$ cat src/rtl/jsu_pkg.sv
// Shared types, codes and sizes for the JSON string unescaper.
package jsu_pkg;

    // Most result words one input byte can produce.
    localparam int MAX_RESULTS = 5;

    // Default number of decoded jobs held between the front and back parts.
    localparam int JOB_FIFO_DEPTH = 4;

    // Result kinds.
    localparam logic [1:0] KIND_DATA  = 2'd0;
    localparam logic [1:0] KIND_DONE  = 2'd1;
    localparam logic [1:0] KIND_ERROR = 2'd2;

    // Error codes.
    localparam logic [2:0] ERR_NONE         = 3'd0;
    localparam logic [2:0] ERR_NO_QUOTE     = 3'd1;
    localparam logic [2:0] ERR_ESC_UNTERM   = 3'd2;
    localparam logic [2:0] ERR_BAD_HEX      = 3'd3;
    localparam logic [2:0] ERR_UNKNOWN_ESC  = 3'd4;
    localparam logic [2:0] ERR_STR_UNTERM   = 3'd5;

    // Characters with a meaning in a JSON string.
    localparam logic [7:0] CH_QUOTE  = 8'h22;
    localparam logic [7:0] CH_BSLASH = 8'h5C;
    localparam logic [7:0] CH_SLASH  = 8'h2F;
    localparam logic [7:0] CH_LOW_B  = 8'h62;
    localparam logic [7:0] CH_LOW_F  = 8'h66;
    localparam logic [7:0] CH_LOW_N  = 8'h6E;
    localparam logic [7:0] CH_LOW_R  = 8'h72;
    localparam logic [7:0] CH_LOW_T  = 8'h74;
    localparam logic [7:0] CH_LOW_U  = 8'h75;

    // Replacement character for broken surrogates.
    localparam logic [20:0] CP_REPLACEMENT = 21'h00FFFD;

    typedef enum logic [2:0] {
        PH_WAIT,
        PH_BODY,
        PH_ESC,
        PH_HEX,
        PH_PAIR_BS,
        PH_PAIR_U,
        PH_PAIR_HEX,
        PH_DROP
    } phase_t;

    typedef struct packed {
        logic [7:0] in_byte;
        logic       text_end;
    } in_t;

    typedef struct packed {
        logic [7:0] out_byte;
        logic [1:0] kind;
        logic [2:0] error_code;
        logic       last;
    } out_t;

    // One result word without its last flag.
    typedef struct packed {
        logic [7:0] out_byte;
        logic [1:0] kind;
        logic [2:0] error_code;
    } entry_t;

    // All result words caused by one input byte.
    typedef struct packed {
        logic [2:0]                     count;
        entry_t [MAX_RESULTS-1:0]       entries;
    } job_t;

    typedef struct packed {
        logic [2:0]      len;
        logic [3:0][7:0] bytes;
    } utf8_t;

endpackage

$ cat src/rtl/json_string_unescape_utf8.sv
// Top level of the streaming JSON string unescaper with UTF-8 output.
//
// The block takes the bytes of a quoted JSON string one word at a time, opening quote
// first, and gives back the decoded bytes as result words: escape letters are expanded,
// a \u code becomes its UTF-8 bytes, a valid surrogate pair becomes one four-byte code
// point and a broken surrogate becomes U+FFFD. The closing quote gives a done word and a
// fault gives an error word, after which input words are dropped up to and including the
// one flagged text_end. The last flag marks the final result word caused by one input
// word; an input word may cause no result at all or up to five. Both sides look like a
// queue: an input word is taken in the cycle it is pushed while full is low, and result
// words leave one per cycle while empty is low and pop is high. The front part decodes
// each input word combinationally into a job holding all of its result words and
// writes it into a queue of FIFO_DEPTH jobs; the back part reads the oldest job and
// hands out its words in order. Input therefore runs at one word per cycle as long as
// the queue has room, the output side runs at one word per cycle while pop is high,
// and an input word that causes several results holds the output side until all of
// them have left. Reset clears the string state and empties the queue.
module json_string_unescape_utf8
#(
    parameter int FIFO_DEPTH = jsu_pkg::JOB_FIFO_DEPTH
)
(
    input  logic          clk,
    input  logic          rst_n,
    input  logic          push,
    output logic          full,
    input  jsu_pkg::in_t  item,
    output logic          empty,
    input  logic          pop,
    output jsu_pkg::out_t result
);

    logic          accept;
    logic          job_valid;
    jsu_pkg::job_t job;
    jsu_pkg::job_t head;
    logic          head_empty;
    logic          head_release;

    // A word is taken whenever the job queue has room, even if results are waiting.
    assign accept = push && !full;

    jsu_front u_front
    (
        .clk       (clk),
        .rst_n     (rst_n),
        .accept    (accept),
        .item      (item),
        .job_valid (job_valid),
        .job       (job)
    );

    jsu_fifo
    #(
        .DEPTH (FIFO_DEPTH)
    )
    u_fifo
    (
        .clk     (clk),
        .rst_n   (rst_n),
        .wr_en   (job_valid),
        .wr_data (job),
        .rd_en   (head_release),
        .rd_data (head),
        .full    (full),
        .empty   (head_empty)
    );

    jsu_back u_back
    (
        .clk          (clk),
        .rst_n        (rst_n),
        .head         (head),
        .head_empty   (head_empty),
        .pop          (pop),
        .head_release (head_release),
        .empty        (empty),
        .result       (result)
    );

endmodule

$ cat src/rtl/jsu_front.sv
// Front part: string state machine that turns each input byte into a job of result words.
module jsu_front
(
    input  logic          clk,
    input  logic          rst_n,
    input  logic          accept,
    input  jsu_pkg::in_t  item,
    output logic          job_valid,
    output jsu_pkg::job_t job
);

    function automatic jsu_pkg::entry_t make_data(input logic [7:0] b);
        jsu_pkg::entry_t e;
        e.out_byte   = b;
        e.kind       = jsu_pkg::KIND_DATA;
        e.error_code = jsu_pkg::ERR_NONE;
        return e;
    endfunction

    function automatic jsu_pkg::entry_t make_done();
        jsu_pkg::entry_t e;
        e.out_byte   = 8'd0;
        e.kind       = jsu_pkg::KIND_DONE;
        e.error_code = jsu_pkg::ERR_NONE;
        return e;
    endfunction

    function automatic jsu_pkg::entry_t make_error(input logic [2:0] code);
        jsu_pkg::entry_t e;
        e.out_byte   = 8'd0;
        e.kind       = jsu_pkg::KIND_ERROR;
        e.error_code = code;
        return e;
    endfunction

    function automatic jsu_pkg::utf8_t utf8_encode(input logic [20:0] cp);
        jsu_pkg::utf8_t r;
        r.bytes = '0;
        if (cp < 21'h80)
        begin
            r.len      = 3'd1;
            r.bytes[0] = {1'b0, cp[6:0]};
        end
        else if (cp < 21'h800)
        begin
            r.len      = 3'd2;
            r.bytes[0] = {3'b110, cp[10:6]};
            r.bytes[1] = {2'b10, cp[5:0]};
        end
        else if (cp < 21'h10000)
        begin
            r.len      = 3'd3;
            r.bytes[0] = {4'b1110, cp[15:12]};
            r.bytes[1] = {2'b10, cp[11:6]};
            r.bytes[2] = {2'b10, cp[5:0]};
        end
        else
        begin
            r.len      = 3'd4;
            r.bytes[0] = {5'b11110, cp[20:18]};
            r.bytes[1] = {2'b10, cp[17:12]};
            r.bytes[2] = {2'b10, cp[11:6]};
            r.bytes[3] = {2'b10, cp[5:0]};
        end
        return r;
    endfunction

    jsu_pkg::phase_t phase_reg, phase_next;
    logic [15:0]     hex_value_reg, hex_value_next;
    logic [1:0]      hex_count_reg, hex_count_next;
    logic [9:0]      high_half_reg, high_half_next;

    logic [7:0]      b;
    logic            text_end;
    logic            dig_valid;
    logic [3:0]      dig;
    logic [15:0]     hex_shift;
    logic            code_high;
    logic            code_low;
    logic [20:0]     joined_cp;
    logic            esc_known;
    logic [7:0]      esc_value;

    logic            cp_en;
    logic [20:0]     cp;
    logic            a_en;
    jsu_pkg::entry_t a_item;
    logic            b_en;
    jsu_pkg::entry_t b_item;
    logic            fin;
    jsu_pkg::utf8_t  enc;
    logic [2:0]      cp_len;

    assign b        = item.in_byte;
    assign text_end = item.text_end;

    always_comb
    begin
        dig_valid = 1'b1;
        dig       = 4'd0;
        if (b >= 8'h30 && b <= 8'h39)
        begin
            dig = 4'(b - 8'h30);
        end
        else if (b >= 8'h61 && b <= 8'h66)
        begin
            dig = 4'(b - 8'h57);
        end
        else if (b >= 8'h41 && b <= 8'h46)
        begin
            dig = 4'(b - 8'h37);
        end
        else
        begin
            dig_valid = 1'b0;
        end
    end

    assign hex_shift = {hex_value_reg[11:0], dig};
    assign code_high = (hex_shift[15:10] == 6'b110110);
    assign code_low  = (hex_shift[15:10] == 6'b110111);
    // 0x10000 + (high << 10) + low, where the low ten bits simply concatenate.
    assign joined_cp = {(11'(high_half_reg) + 11'd64), hex_shift[9:0]};

    always_comb
    begin
        esc_known = 1'b1;
        esc_value = b;
        unique case (b)
            jsu_pkg::CH_QUOTE:  esc_value = jsu_pkg::CH_QUOTE;
            jsu_pkg::CH_BSLASH: esc_value = jsu_pkg::CH_BSLASH;
            jsu_pkg::CH_SLASH:  esc_value = jsu_pkg::CH_SLASH;
            jsu_pkg::CH_LOW_B:  esc_value = 8'h08;
            jsu_pkg::CH_LOW_F:  esc_value = 8'h0C;
            jsu_pkg::CH_LOW_N:  esc_value = 8'h0A;
            jsu_pkg::CH_LOW_R:  esc_value = 8'h0D;
            jsu_pkg::CH_LOW_T:  esc_value = 8'h09;
            default:            esc_known = 1'b0;
        endcase
    end

    always_comb
    begin
        phase_next     = phase_reg;
        hex_value_next = hex_value_reg;
        hex_count_next = hex_count_reg;
        high_half_next = high_half_reg;
        cp_en          = 1'b0;
        cp             = jsu_pkg::CP_REPLACEMENT;
        a_en           = 1'b0;
        a_item         = make_data(b);
        b_en           = 1'b0;
        b_item         = make_error(jsu_pkg::ERR_STR_UNTERM);
        fin            = 1'b0;

        unique case (phase_reg)
            jsu_pkg::PH_WAIT:
            begin
                if (b == jsu_pkg::CH_QUOTE)
                begin
                    phase_next = jsu_pkg::PH_BODY;
                end
                else
                begin
                    a_en   = 1'b1;
                    a_item = make_error(jsu_pkg::ERR_NO_QUOTE);
                    fin    = 1'b1;
                end
            end
            jsu_pkg::PH_BODY, jsu_pkg::PH_PAIR_BS:
            begin
                if (phase_reg == jsu_pkg::PH_PAIR_BS && b == jsu_pkg::CH_BSLASH)
                begin
                    phase_next = jsu_pkg::PH_PAIR_U;
                end
                else
                begin
                    // A pending high surrogate that is not followed by a backslash
                    // is replaced, and the byte is then taken as a string byte.
                    if (phase_reg == jsu_pkg::PH_PAIR_BS)
                    begin
                        cp_en      = 1'b1;
                        phase_next = jsu_pkg::PH_BODY;
                    end
                    if (b == jsu_pkg::CH_QUOTE)
                    begin
                        a_en   = 1'b1;
                        a_item = make_done();
                        fin    = 1'b1;
                    end
                    else if (b == jsu_pkg::CH_BSLASH)
                    begin
                        phase_next = jsu_pkg::PH_ESC;
                    end
                    else
                    begin
                        a_en = 1'b1;
                    end
                end
            end
            jsu_pkg::PH_ESC, jsu_pkg::PH_PAIR_U:
            begin
                if (phase_reg == jsu_pkg::PH_PAIR_U && b == jsu_pkg::CH_LOW_U)
                begin
                    phase_next     = jsu_pkg::PH_PAIR_HEX;
                    hex_value_next = 16'd0;
                    hex_count_next = 2'd0;
                end
                else
                begin
                    cp_en      = (phase_reg == jsu_pkg::PH_PAIR_U);
                    phase_next = jsu_pkg::PH_BODY;
                    if (b == jsu_pkg::CH_LOW_U)
                    begin
                        phase_next     = jsu_pkg::PH_HEX;
                        hex_value_next = 16'd0;
                        hex_count_next = 2'd0;
                    end
                    else if (esc_known)
                    begin
                        a_en   = 1'b1;
                        a_item = make_data(esc_value);
                    end
                    else
                    begin
                        a_en   = 1'b1;
                        a_item = make_error(jsu_pkg::ERR_UNKNOWN_ESC);
                        fin    = 1'b1;
                    end
                end
            end
            jsu_pkg::PH_HEX, jsu_pkg::PH_PAIR_HEX:
            begin
                if (!dig_valid)
                begin
                    a_en   = 1'b1;
                    a_item = make_error(jsu_pkg::ERR_BAD_HEX);
                    fin    = 1'b1;
                end
                else
                begin
                    hex_value_next = hex_shift;
                    if (hex_count_reg == 2'd3)
                    begin
                        hex_count_next = 2'd0;
                        phase_next     = jsu_pkg::PH_BODY;
                        if (phase_reg == jsu_pkg::PH_HEX)
                        begin
                            if (code_high)
                            begin
                                high_half_next = hex_shift[9:0];
                                phase_next     = jsu_pkg::PH_PAIR_BS;
                            end
                            else if (code_low)
                            begin
                                cp_en = 1'b1;
                            end
                            else
                            begin
                                cp_en = 1'b1;
                                cp    = {5'd0, hex_shift};
                            end
                        end
                        else
                        begin
                            cp_en = 1'b1;
                            if (code_low)
                            begin
                                cp = joined_cp;
                            end
                        end
                    end
                    else
                    begin
                        hex_count_next = hex_count_reg + 2'd1;
                    end
                end
            end
            jsu_pkg::PH_DROP:
            begin
                if (text_end)
                begin
                    phase_next = jsu_pkg::PH_WAIT;
                end
            end
        endcase

        if (phase_reg != jsu_pkg::PH_DROP)
        begin
            if (fin)
            begin
                phase_next = text_end ? jsu_pkg::PH_WAIT : jsu_pkg::PH_DROP;
            end
            else if (text_end)
            begin
                b_en = 1'b1;
                if (phase_next == jsu_pkg::PH_ESC || phase_next == jsu_pkg::PH_PAIR_U)
                begin
                    b_item = make_error(jsu_pkg::ERR_ESC_UNTERM);
                end
                else if (phase_next == jsu_pkg::PH_HEX || phase_next == jsu_pkg::PH_PAIR_HEX)
                begin
                    b_item = make_error(jsu_pkg::ERR_BAD_HEX);
                end
                else
                begin
                    if (phase_next == jsu_pkg::PH_PAIR_BS)
                    begin
                        cp_en = 1'b1;
                        cp    = jsu_pkg::CP_REPLACEMENT;
                    end
                    b_item = make_error(jsu_pkg::ERR_STR_UNTERM);
                end
                phase_next = jsu_pkg::PH_WAIT;
            end
        end
    end

    assign enc    = utf8_encode(cp);
    assign cp_len = cp_en ? enc.len : 3'd0;

    // Result order is always: code point bytes, the byte's own word, the end-of-text error.
    always_comb
    begin
        job.count = cp_len + {2'd0, a_en} + {2'd0, b_en};
        for (int k = 0; k < jsu_pkg::MAX_RESULTS; k++)
        begin
            if (3'(k) < cp_len)
            begin
                job.entries[k] = make_data(enc.bytes[2'(k)]);
            end
            else if (3'(k) == cp_len && a_en)
            begin
                job.entries[k] = a_item;
            end
            else
            begin
                job.entries[k] = b_item;
            end
        end
    end

    assign job_valid = accept && (job.count != 3'd0);

    always_ff @(posedge clk or negedge rst_n)
    begin
        if (!rst_n)
        begin
            phase_reg     <= jsu_pkg::PH_WAIT;
            hex_value_reg <= 16'd0;
            hex_count_reg <= 2'd0;
            high_half_reg <= 10'd0;
        end
        else if (accept)
        begin
            phase_reg     <= phase_next;
            hex_value_reg <= hex_value_next;
            hex_count_reg <= hex_count_next;
            high_half_reg <= high_half_next;
        end
    end

endmodule

$ cat src/rtl/jsu_fifo.sv
// Job queue between the front and back parts.
module jsu_fifo
#(
    parameter int DEPTH = jsu_pkg::JOB_FIFO_DEPTH
)
(
    input  logic          clk,
    input  logic          rst_n,
    input  logic          wr_en,
    input  jsu_pkg::job_t wr_data,
    input  logic          rd_en,
    output jsu_pkg::job_t rd_data,
    output logic          full,
    output logic          empty
);

    localparam int PTR_W = (DEPTH > 1) ? $clog2(DEPTH) : 1;
    localparam int CNT_W = $clog2(DEPTH + 1);
    localparam logic [PTR_W-1:0] PTR_LAST = PTR_W'(DEPTH - 1);
    localparam logic [CNT_W-1:0] CNT_FULL = CNT_W'(DEPTH);

    jsu_pkg::job_t    mem [DEPTH];
    jsu_pkg::job_t    rd_data_reg;
    logic [PTR_W-1:0] wr_ptr_reg, wr_ptr_next;
    logic [PTR_W-1:0] rd_ptr_reg, rd_ptr_next;
    logic [CNT_W-1:0] count_reg, count_next;
    logic             do_wr;
    logic             do_rd;

    assign full    = (count_reg == CNT_FULL);
    assign empty   = (count_reg == '0);
    assign do_wr   = wr_en && !full;
    assign do_rd   = rd_en && !empty;
    assign rd_data = rd_data_reg;

    always_comb
    begin
        wr_ptr_next = wr_ptr_reg;
        rd_ptr_next = rd_ptr_reg;
        count_next  = count_reg;
        if (do_wr)
        begin
            wr_ptr_next = (wr_ptr_reg == PTR_LAST) ? '0 : wr_ptr_reg + PTR_W'(1);
        end
        if (do_rd)
        begin
            rd_ptr_next = (rd_ptr_reg == PTR_LAST) ? '0 : rd_ptr_reg + PTR_W'(1);
        end
        if (do_wr && !do_rd)
        begin
            count_next = count_reg + CNT_W'(1);
        end
        else if (do_rd && !do_wr)
        begin
            count_next = count_reg - CNT_W'(1);
        end
    end

    always_ff @(posedge clk)
    begin
        if (do_wr)
        begin
            mem[wr_ptr_reg] <= wr_data;
        end
        // The head register follows the read pointer and takes a job written to that
        // slot in the same cycle straight from the write side.
        if (do_wr && wr_ptr_reg == rd_ptr_next)
        begin
            rd_data_reg <= wr_data;
        end
        else
        begin
            rd_data_reg <= mem[rd_ptr_next];
        end
    end

    always_ff @(posedge clk or negedge rst_n)
    begin
        if (!rst_n)
        begin
            wr_ptr_reg <= '0;
            rd_ptr_reg <= '0;
            count_reg  <= '0;
        end
        else
        begin
            wr_ptr_reg <= wr_ptr_next;
            rd_ptr_reg <= rd_ptr_next;
            count_reg  <= count_next;
        end
    end

endmodule

$ cat src/rtl/jsu_back.sv
// Back part: hands out the words of the oldest job one per pop.
module jsu_back
(
    input  logic          clk,
    input  logic          rst_n,
    input  jsu_pkg::job_t head,
    input  logic          head_empty,
    input  logic          pop,
    output logic          head_release,
    output logic          empty,
    output jsu_pkg::out_t result
);

    logic [2:0]      idx_reg, idx_next;
    jsu_pkg::entry_t cur;
    logic            is_last;
    logic            fire;

    assign cur     = head.entries[idx_reg];
    assign is_last = (idx_reg == (head.count - 3'd1));
    assign empty   = head_empty;
    assign fire    = pop && !head_empty;

    assign result.out_byte   = cur.out_byte;
    assign result.kind       = cur.kind;
    assign result.error_code = cur.error_code;
    assign result.last       = is_last;

    assign head_release = fire && is_last;

    always_comb
    begin
        idx_next = idx_reg;
        if (fire)
        begin
            idx_next = is_last ? 3'd0 : idx_reg + 3'd1;
        end
    end

    always_ff @(posedge clk or negedge rst_n)
    begin
        if (!rst_n)
        begin
            idx_reg <= 3'd0;
        end
        else
        begin
            idx_reg <= idx_next;
        end
    end

endmodule

$ cat config.mk
export PLATFORM = sky130hd
export DESIGN_NAME = json_string_unescape_utf8
export DESIGN_NICKNAME = d
export VERILOG_FILES = /design/src/rtl/jsu_pkg.sv /design/src/rtl/json_string_unescape_utf8.sv /design/src/rtl/jsu_front.sv /design/src/rtl/jsu_fifo.sv /design/src/rtl/jsu_back.sv
export SDC_FILE = /design/constraint.sdc
export NUM_CORES = 1
export LEC_CHECK = 0
export BUFFER_PORTS_ARGS = -buffer_cell sky130_fd_sc_hd__buf_2
export CAP_MARGIN = 20
export CORE_MARGIN = 10
export CORE_UTILIZATION = 57
export CTS_CLUSTER_SIZE = 10
export DETAILED_ROUTE_END_ITERATION = 16
export GPL_TIMING_DRIVEN = 1
export PLACE_DENSITY_LB_ADDON = 0.15
export SLEW_MARGIN = 10
export SYNTH_ARGS = -nofsm -noshare
export SYNTH_HDL_FRONTEND = slang
export SYNTH_SLANG_ARGS = --single-unit
export TNS_END_PERCENT = 20
$ cat constraint.sdc
create_clock -name clk -period 4.7 [get_ports clk]
set_input_delay 0.47 -clock clk [delete_from_list [all_inputs] [get_ports clk]]
set_output_delay 0.47 -clock clk [all_outputs]
set_load 0.02 [all_outputs]
Word level (Yosys, flattened, before mapping)
Memory sizes are Yosys's and may differ from the RTL's. A register that Yosys moved wholly into a read port is not among the register bits.
Index checks and enable logic that the tools add are counted.
W data, S select, Z words.
Cells by class
  $add $sub $neg: 13
  $lt $le $gt $ge: 15
  equal/unequal tests: 35
  muxes and demuxes: 119
  reduce and logical (&&, ||, !) cells: 36
Operators with widths (number)
  $mux W13: 22
  $mux W21: 12
  $mux W3: 23
  $pmux W8 S8: 1
  $eq A8 B7 Y1 const B: 7
  $pmux W13 S4: 1
  $bmux W13 S3: 1
  $mux W12: 3
  $mux W1: 34
  $mux W14: 2
  $eq A3 B3 Y1 const B: 8
  $pmux W12 S2: 1
  $lt A21 B12 Y1 const B: 1
  $lt A21 B17 Y1 const B: 1
  $lt A21 B8 Y1 const B: 1
  $logic_and A1 B1 Y1: 18
  $eq A8 B6 Y1 const B: 2
  $ge A8 B7 Y1 const B: 2
  $le A8 B7 Y1 const B: 2
  $mux W16: 1
  $mux W2: 8
  $mux W8: 2
  $pmux W3 S5: 1
  $eq A3 B2 Y1 const B: 4
  other kinds (36): 60
Word-level totals
  flip-flop bits (word level): 37
  bits in writable memories: 272
  bits of input ports: 13
  output and inout port bits: 16
  logic and storage cells: 227
  memories kept: 1
Memories
  u_fifo.mem: depth 4, bits a word 68, rd ports 1, clocked after memory_dff 1, wr ports 1, line jsu_fifo.sv:22  | jsu_pkg::job_t mem [DEPTH];

Depth between registers and ports, before layout
Gate-level depths: netlist (run 1).
  word-level depth: 31
  mapped depth: 22
  mapped depth without buffers: 19

Hierarchy
A second synthesis (run 1) with hierarchy kept.
Second synthesis, totals
  cell total of the unflattened synthesis: 909
  area, all modules: 14467.6 um^2
Modules (own cells, without submodules)
  jsu_fifo: times used 1, cells each 395, area each 10311.1 um^2, seq. area each 8383.0 um^2
  jsu_front: times used 1, cells each 451, area each 3385.7 um^2, seq. area each 675.6 um^2
  jsu_back: times used 1, cells each 62, area each 757.0 um^2, seq. area each 75.1 um^2
  json_string_unescape_utf8: times used 1, cells each 1, area each 13.8 um^2, seq. area each 0.0 um^2

Least setup slack after synthesis (run 1)
Ideal clock, no wire load.
  path type: input to register
  start: in item[1] (netlist name)
  end: mem u_fifo.mem[0][0] (netlist name) (enable)
  library setup time: 0.434 ns
  arrival: 5.284 ns
  required time: 4.266 ns
  slack: -1.017 ns
  stages on the path: 16
  buffers on the path: 2
  cell sequence: inv_1 -> ha_1 -> nor3b_1 -> or4_1 -> buf_2 -> a21oi_2 -> nor2_1 -> o2111ai_1 -> and2_1 -> buf_2 -> nor3_1 -> fa_1 -> ha_1 -> xor2_1 -> o31a_2 -> and2_1
RTL lines
  start, declared: line json_string_unescape_utf8.sv:27  | input jsu_pkg::in_t item,
  end, declared: line jsu_fifo.sv:22

==> run summary, run 1 <==
Detail Placement HPWL: 21400 um
Max Clock Skew: 11.8 ps
port buffer count: 28
cts repair resizes: 0
Setup violations, final: 0
Yosys cell types: 83
initial antenna violation count: 0
RSZ-0062 raised after global routing: no
Avg Cell Area, Syn: 15.5 um^2
GR Util All Layers: 0.210
RR Endpoint: u_fifo.count_reg[1]
Pleak: 5.82 nW
CP max-delay cell: dfrtp_1
gr ovfl total: 0
cts hold-fix bufs: 0
Final WS setup: 367 ps
die area: 31600 um^2
Routed Antenna Nets: 0
largest net degree at the start of global routing: 69
Area Overhead vs Synth: 15.2%
first-pass GRT wire length: 50900 um
share of the yosys chip area belonging to registers: 0.643
ys async rst share: 0.119
clock sinks: 311
DRT Pass-1 Iters: 5
fin crit period: 4330 ps
Slew HR: 0.312
chip height: 178 um
CP Launch Type: register
Seq cells post-synth: 311
Util after Layout: 0.670
Worst-Margin Slew: 1030 ps
IO Count: 29
Worst R2R Setup Slack: 370 ps
# rows: 57
vias in the first global route: 8732
pwr/cell area: 669 nW/um^2
root buffer cell: clkbuf_16
Syn Inst Count: 916
Placed Area: 15400 um^2
Fin Setup TNS: 0 ps
clk_lat worst skew: 510 ps
final hold violation count: 0
CTS Buffer Depth: 3
Synth top area share: 0.575
mapped cell area: 14200 um^2
max reg flops: 272
status: completed
Core Region: 24400 um^2
R2R depth: 14
CP max stage delay: 540 ps
chip width: 178 um
dominant cell type by area after synthesis: edfxtp_1
Max Slew Vio Count: 0
Post-synth EDFFs: 272
reg2reg start: u_front.phase_reg[2]
maxcap violations: 0
FMAX: 0.231 GHz
DR vias/cell: 6.02
diode count: 0
# H-tree levels: 2
crit path max fanout: 10
fraction of layout cells with a size suffix above 1: 0.226
worst endpoint data arrival time: 4720 ps
Primary FF master, synth: edfxtp_1
DRC Markers: 0
crit path cell chain: and3b_1, or4_1, o21ai_2, nor4b_2, nor2b_1, nor3_1, fa_1, ha_1, xor2_1, o31a_2, ha_1, inv_1, fa_1, mux2_2
Peak VDD IR: 332 uV
CTS Buf Count: 37
Routability Congestion: 0.940
initial drt markers: 842
via count: 8464
dpl ws: 25.4 ps
Post-Route WL: 32300 um
Yosys warnings: 0
CP endpoint kind: register
# Post-CTS Setup Buffers: 0
final worst-path cycle share: 0.922
kind of critical path: reg -> reg
Critical Path Start: u_front.phase_reg[2]
top post-synthesis cells by area: edfxtp_1 (58%), mux4_2 (13%), dfrtp_1 (6.5%), ha_1 (1.3%), inv_1 (1.2%)
clock-pin transition on the worst setup and hold timing paths: 50 ps
CTS tree: yes
Starting Density: 0.582
Hold Crit Class: in -> async
WL per Instance: 23.0 um
Design Area, Final: 16400 um^2
CP required: 5090 ps
Nets: 1097
-- placed cells by master, fill, tap and decap left out, drive strengths merged, types with 10 or more instances in the layout --
master	synthesis	final
edfxtp	272	272
buf	24	86
conb	2	84
mux4	81	81
clkbuf	32	49
inv	46	48
nor2	45	45
nand2	45	45
dfrtp	37	37
o21ai	32	32
a21oi	31	31
o22ai	17	17
nand3	17	17
nor3	16	16
ha	15	15
mux2	13	13
nand2b	12	12
a22o	11	11
and3	10	10
xnor2	10	10
a31oi	10	10
and2	10	10
-- metrics by stage --
step                std cells  power [mW]  hold slack, ps
floorplan                 998        7.18             174
global placement         1352        8.47             472
detailed placement       1352        8.58             477
CTS                      1406        11.0             105
global route             1406        11.5             148
finish                   1406        10.9            85.7
-- cell usage after synthesis, drive strengths merged, types with 16 or more instances --
cell type / count
buf: 24
nand3: 17
mux4: 81
nand2: 45
inv: 46
o22ai: 17
nor2: 45
dfrtp: 37
edfxtp: 272
nor3: 16
a21oi: 31
clkbuf: 32
o21ai: 32
-- final cells by class --
| type | instances | area [um^2] |
|---|---|---|
| inverters | 47 | 176 |
| fillers | 1712 | 8040 |
| well taps | 324 | 405 |
| clock inverters | 5 | 30.0 |
| clock buffers | 49 | 971 |
| multi-input cells | 584 | 4960 |
| flip-flops and latches | 311 | 9140 |
| repair buffers | 86 | 663 |
-- logic make-up (layout without fill, tap and decap cells) --
logic type,after synthesis,after routing,synth area share
flops,311,311,0.643
simple gates,208,208,0.0796
compound gates,163,163,0.0810
buf+inv,103,187,0.0294
mux,97,97,0.141
fa+ha+maj,17,17,0.0160
xor+xnor,15,15,0.00925
other cells,2,84,0.000529
-- worst max path at each step --
stage,to,slack [ps],depth (start not counted)
floorplan,u_fifo.mem[0][0],-270,16
global placement,u_fifo.count_reg[1],140,18
detailed placement,u_fifo.count_reg[1],30,18
CTS,u_fifo.count_reg[1],420,14
global route,u_fifo.count_reg[2],200,16
finish,u_fifo.count_reg[1],370,14
-- critical path: cells and delay by family (launching register included) --
| family | cells | cell delay (ps) |
|---|---|---|
| XOR/XNOR | 1 | 180 |
| adder cells (fa/ha/maj) | 4 | 1240 |
| multiplexers | 1 | 260 |
| AO/OA/AOI/OAI | 2 | 470 |
| flip-flops | 1 | 540 |
| AND/OR/NAND/NOR | 5 | 1450 |
| buffers and inverters | 1 | 70 |
-- routing by layer --
metal / part of all wire / vias to the layer above / track usage
met3: 0.060 / 58 / 0.0340
met5: 0 / - / 0
met2: 0.50 / 326 / 0.345
met4: 0.029 / 0 / 0.0747
li1: - / 3837 / -
met1: 0.41 / 4243 / 0.280
-- where the power goes --
| group | internal, mW | switching [mW] | leakage [nW] | total (mW) |
|---|---|---|---|---|
| combinational | 1.75 | 2.35 | 2.38 | 4.10 |
| sequential | 4.12 | 0.296 | 2.96 | 4.41 |
| clock | 1.43 | 0.984 | 0.486 | 2.41 |
| total | 7.30 | 3.63 | 5.82 | 10.9 |
Power figures use the tool's default switching activity.
==> inputs of run 2 (changes only) <==
ABC_AREA = 1   (was not set)
HOLD_SLACK_MARGIN = 0.03   (was not set)
clock period = 3.79 ns   (was 4.7 ns; I/O delays follow)
==> run summary, run 2 <==
Hold Path Depth: 4
final hold violation count: 0
worst endpoint data arrival time: 4060 ps
CP max-delay cell: dfrtp_1
die area: 31700 um^2
crit path max fanout: 7
Design Area, Final: 17700 um^2
clock-pin transition on the worst setup and hold timing paths: 50 ps
most common cell after layout, fill and taps aside: edfxtp_1
first-pass GRT wire length: 57100 um
clock sinks: 311
Placed Area: 16200 um^2
via count: 11024
Final WS setup: 120 ps
Primary FF master, synth: edfxtp_1
Fin Setup TNS: 0 ps
FMAX: 0.272 GHz
DR vias/cell: 5.64
Synth top area share: 0.573
CP required: 4180 ps
most frequent cells in the layout: edfxtp_1 (272), nor2_1 (198), o21ai_0 (194)
vias in the first global route: 10657
Syn Inst Count: 1367
Seq cells post-synth: 311
top post-synthesis cells by count: edfxtp_1 (272), nor2_1 (220), o21ai_0 (198)
status: completed
top post-synthesis cells by area: edfxtp_1 (57%), o21ai_0 (7.0%), dfrtp_1 (6.5%), nor2_1 (5.8%), nand2_1 (4.9%)
chip width: 178 um
final worst-path cycle share: 0.968
CP dominant cell by count: inv_2
Max Clock Skew: 9.82 ps
Post-synth EDFFs: 272
# placed instances: 1875
DRC Markers: 0
ys async rst share: 0.119
RSZ-0062 raised after global routing: yes
dominant cell type by area after synthesis: edfxtp_1
Top Layer Used: met4
Fill cells: 1789
Routability Congestion: 0.949
pwr/cell area: 855 nW/um^2
chip height: 178 um
Yosys warnings: 0
Hold Crit Class: in -> reg
GR Util All Layers: 0.230
DRT Pass-1 Iters: 5
Yosys cell types: 46
R2R depth: 22
DR WL met3: 2350 um
most numerous cell in the Yosys netlist: edfxtp_1
WL per Instance: 19.0 um
Max Slew Vio Count: 0
CTS Buf Count: 37
# rows: 57
CTS tree: yes
Detail Placement HPWL: 23600 um
clk_lat worst skew: 510 ps
CP max stage delay: 410 ps
diode count: 0
Routed Antenna Nets: 0
Starting Density: 0.583
share of the yosys chip area belonging to registers: 0.641
mapped cell area: 14300 um^2
Nets: 1646
port buffer count: 28
M1 WL: 15400 um
max reg flops: 272
metal2 WL: 18200 um
Slew HR: 0.337
root buffer cell: clkbuf_16
Core Region: 24500 um^2
maxcap violations: 0
initial drt markers: 1035
largest net degree at the start of global routing: 95
kind of critical path: reg -> reg
Setup violations, final: 0
Reg area: 9140 um^2
CP Launch Type: register
crit path cell chain: inv_2, nand3_4, buf_6, nand2_4, o21ai_1, nand4_1, nor2_1, nand2_2, nor2_4, nor2_2, nor2_2, fa_2, ha_4, inv_2, xor2_2, nand2_2, nand2_4, inv_1, ha_2, inv_2, fa_2, mux2_2
CP endpoint kind: register
CTS Buffer Depth: 3
Area Overhead vs Synth: 23.8%
Multi-input gate area: 5010 um^2
fin crit period: 3670 ps
Avg Cell Area, Syn: 10.4 um^2
initial antenna violation count: 0
Final Non-Filler Cells: 1953
# H-tree levels: 2
fraction of layout cells with a size suffix above 1: 0.212
Pleak: 6.99 nW
Worst-Margin Slew: 995 ps
IO Count: 29
Post-Route WL: 37100 um
Peak VDD IR: 570 uV
dpl ws: -347 ps
gr ovfl total: 0
[run 2: cell count changes after synthesis, moves of 23 or more]
cell / before / now
clkbuf_1: 31 / 54
inv_1: 46 / 110
mux4_2: 81 / 0
nand2_1: 45 / 185
nand3_1: 16 / 56
nor2_1: 45 / 220
o21ai_0: 25 / 198
o221ai_1: 4 / 36
o22ai_1: 17 / 43
[run 2: repair_timing]
item	in CTS	in global routing
hold buffers	1	0
endpoints found under the hold margin	37	0
setup endpoints to repair	2	269
buffers inserted	8	17
gates resized for setup	22	43
pin swaps	5	26
[run 2: routing by layer]
layer	global-route usage	up-vias
li1	-	5219
met1	0.303	5344
met2	0.379	379
met3	0.0338	82
met4	0.0848	0
met5	0	-
[run 2: worst paths after layout]
| kind | start | endpoint | slack (ps) |
|---|---|---|---|
| setup / recovery | u_front.phase_reg[2] | u_fifo.count_reg[1] | 120 |
| hold / removal | pop | u_back.idx_reg[0] | 310 |
| setup reg to reg | u_front.phase_reg[2] | u_fifo.count_reg[1] | 120 |
| hold reg to reg | u_front.high_half_reg[0] | u_front.high_half_reg[0] | 510 |
| max in group asynchronous | rst_n | u_front.phase_reg[0] | 2690 |
| min in group asynchronous | rst_n | u_front.hex_value_reg[7] | 510 |
[run 2: layout make-up]
type | instances | area share
sequential | 311 | 0.518
multi-input combinational | 947 | 0.284
timing repair buffer | 190 | 0.0885
clock buffer | 50 | 0.0564
inverter | 129 | 0.0293
tap | 324 | 0.0230
clock inverter | 2 | 0.00113
[run 2: logic make-up after synthesis]
| kind of cell | after synthesis | share of synthesized area |
|---|---|---|
| compound gates | 334 | 0.136 |
| xor+xnor | 11 | 0.00676 |
| fa+ha+maj | 17 | 0.0160 |
| buf+inv | 191 | 0.0515 |
| flops | 311 | 0.641 |
| mux | 1 | 0.000790 |
| other cells | 2 | 0.000527 |
| simple gates | 500 | 0.148 |
[run 2: worst max-delay path, delay by kind of cell, from the launching register on]
kind,cells,cell delay [ps]
fa+ha+maj,4,1130
simple gates,10,1020
buf+inv,5,460
flops,1,410
mux,1,270
xor+xnor,1,160
compound gates,1,90
[run 2: report_power, final]
part           internal (mW)  switching [mW]  leakage, nW
clock network           1.81            1.27        0.491
registers               5.23           0.322         2.96
logic                   2.19            4.26         3.54
[run 2: metrics by stage]
step | total power [mW] | utilization | hold WS [ps]
final | 15.1 | 0.722 | 313
after global routing | 16.0 | 0.722 | 389
after CTS | 14.9 | 0.711 | 301
after detailed placement | 11.7 | 0.663 | 488
after global placement | 11.6 | 0.663 | 468
after floorplan | 9.23 | - | 83.4
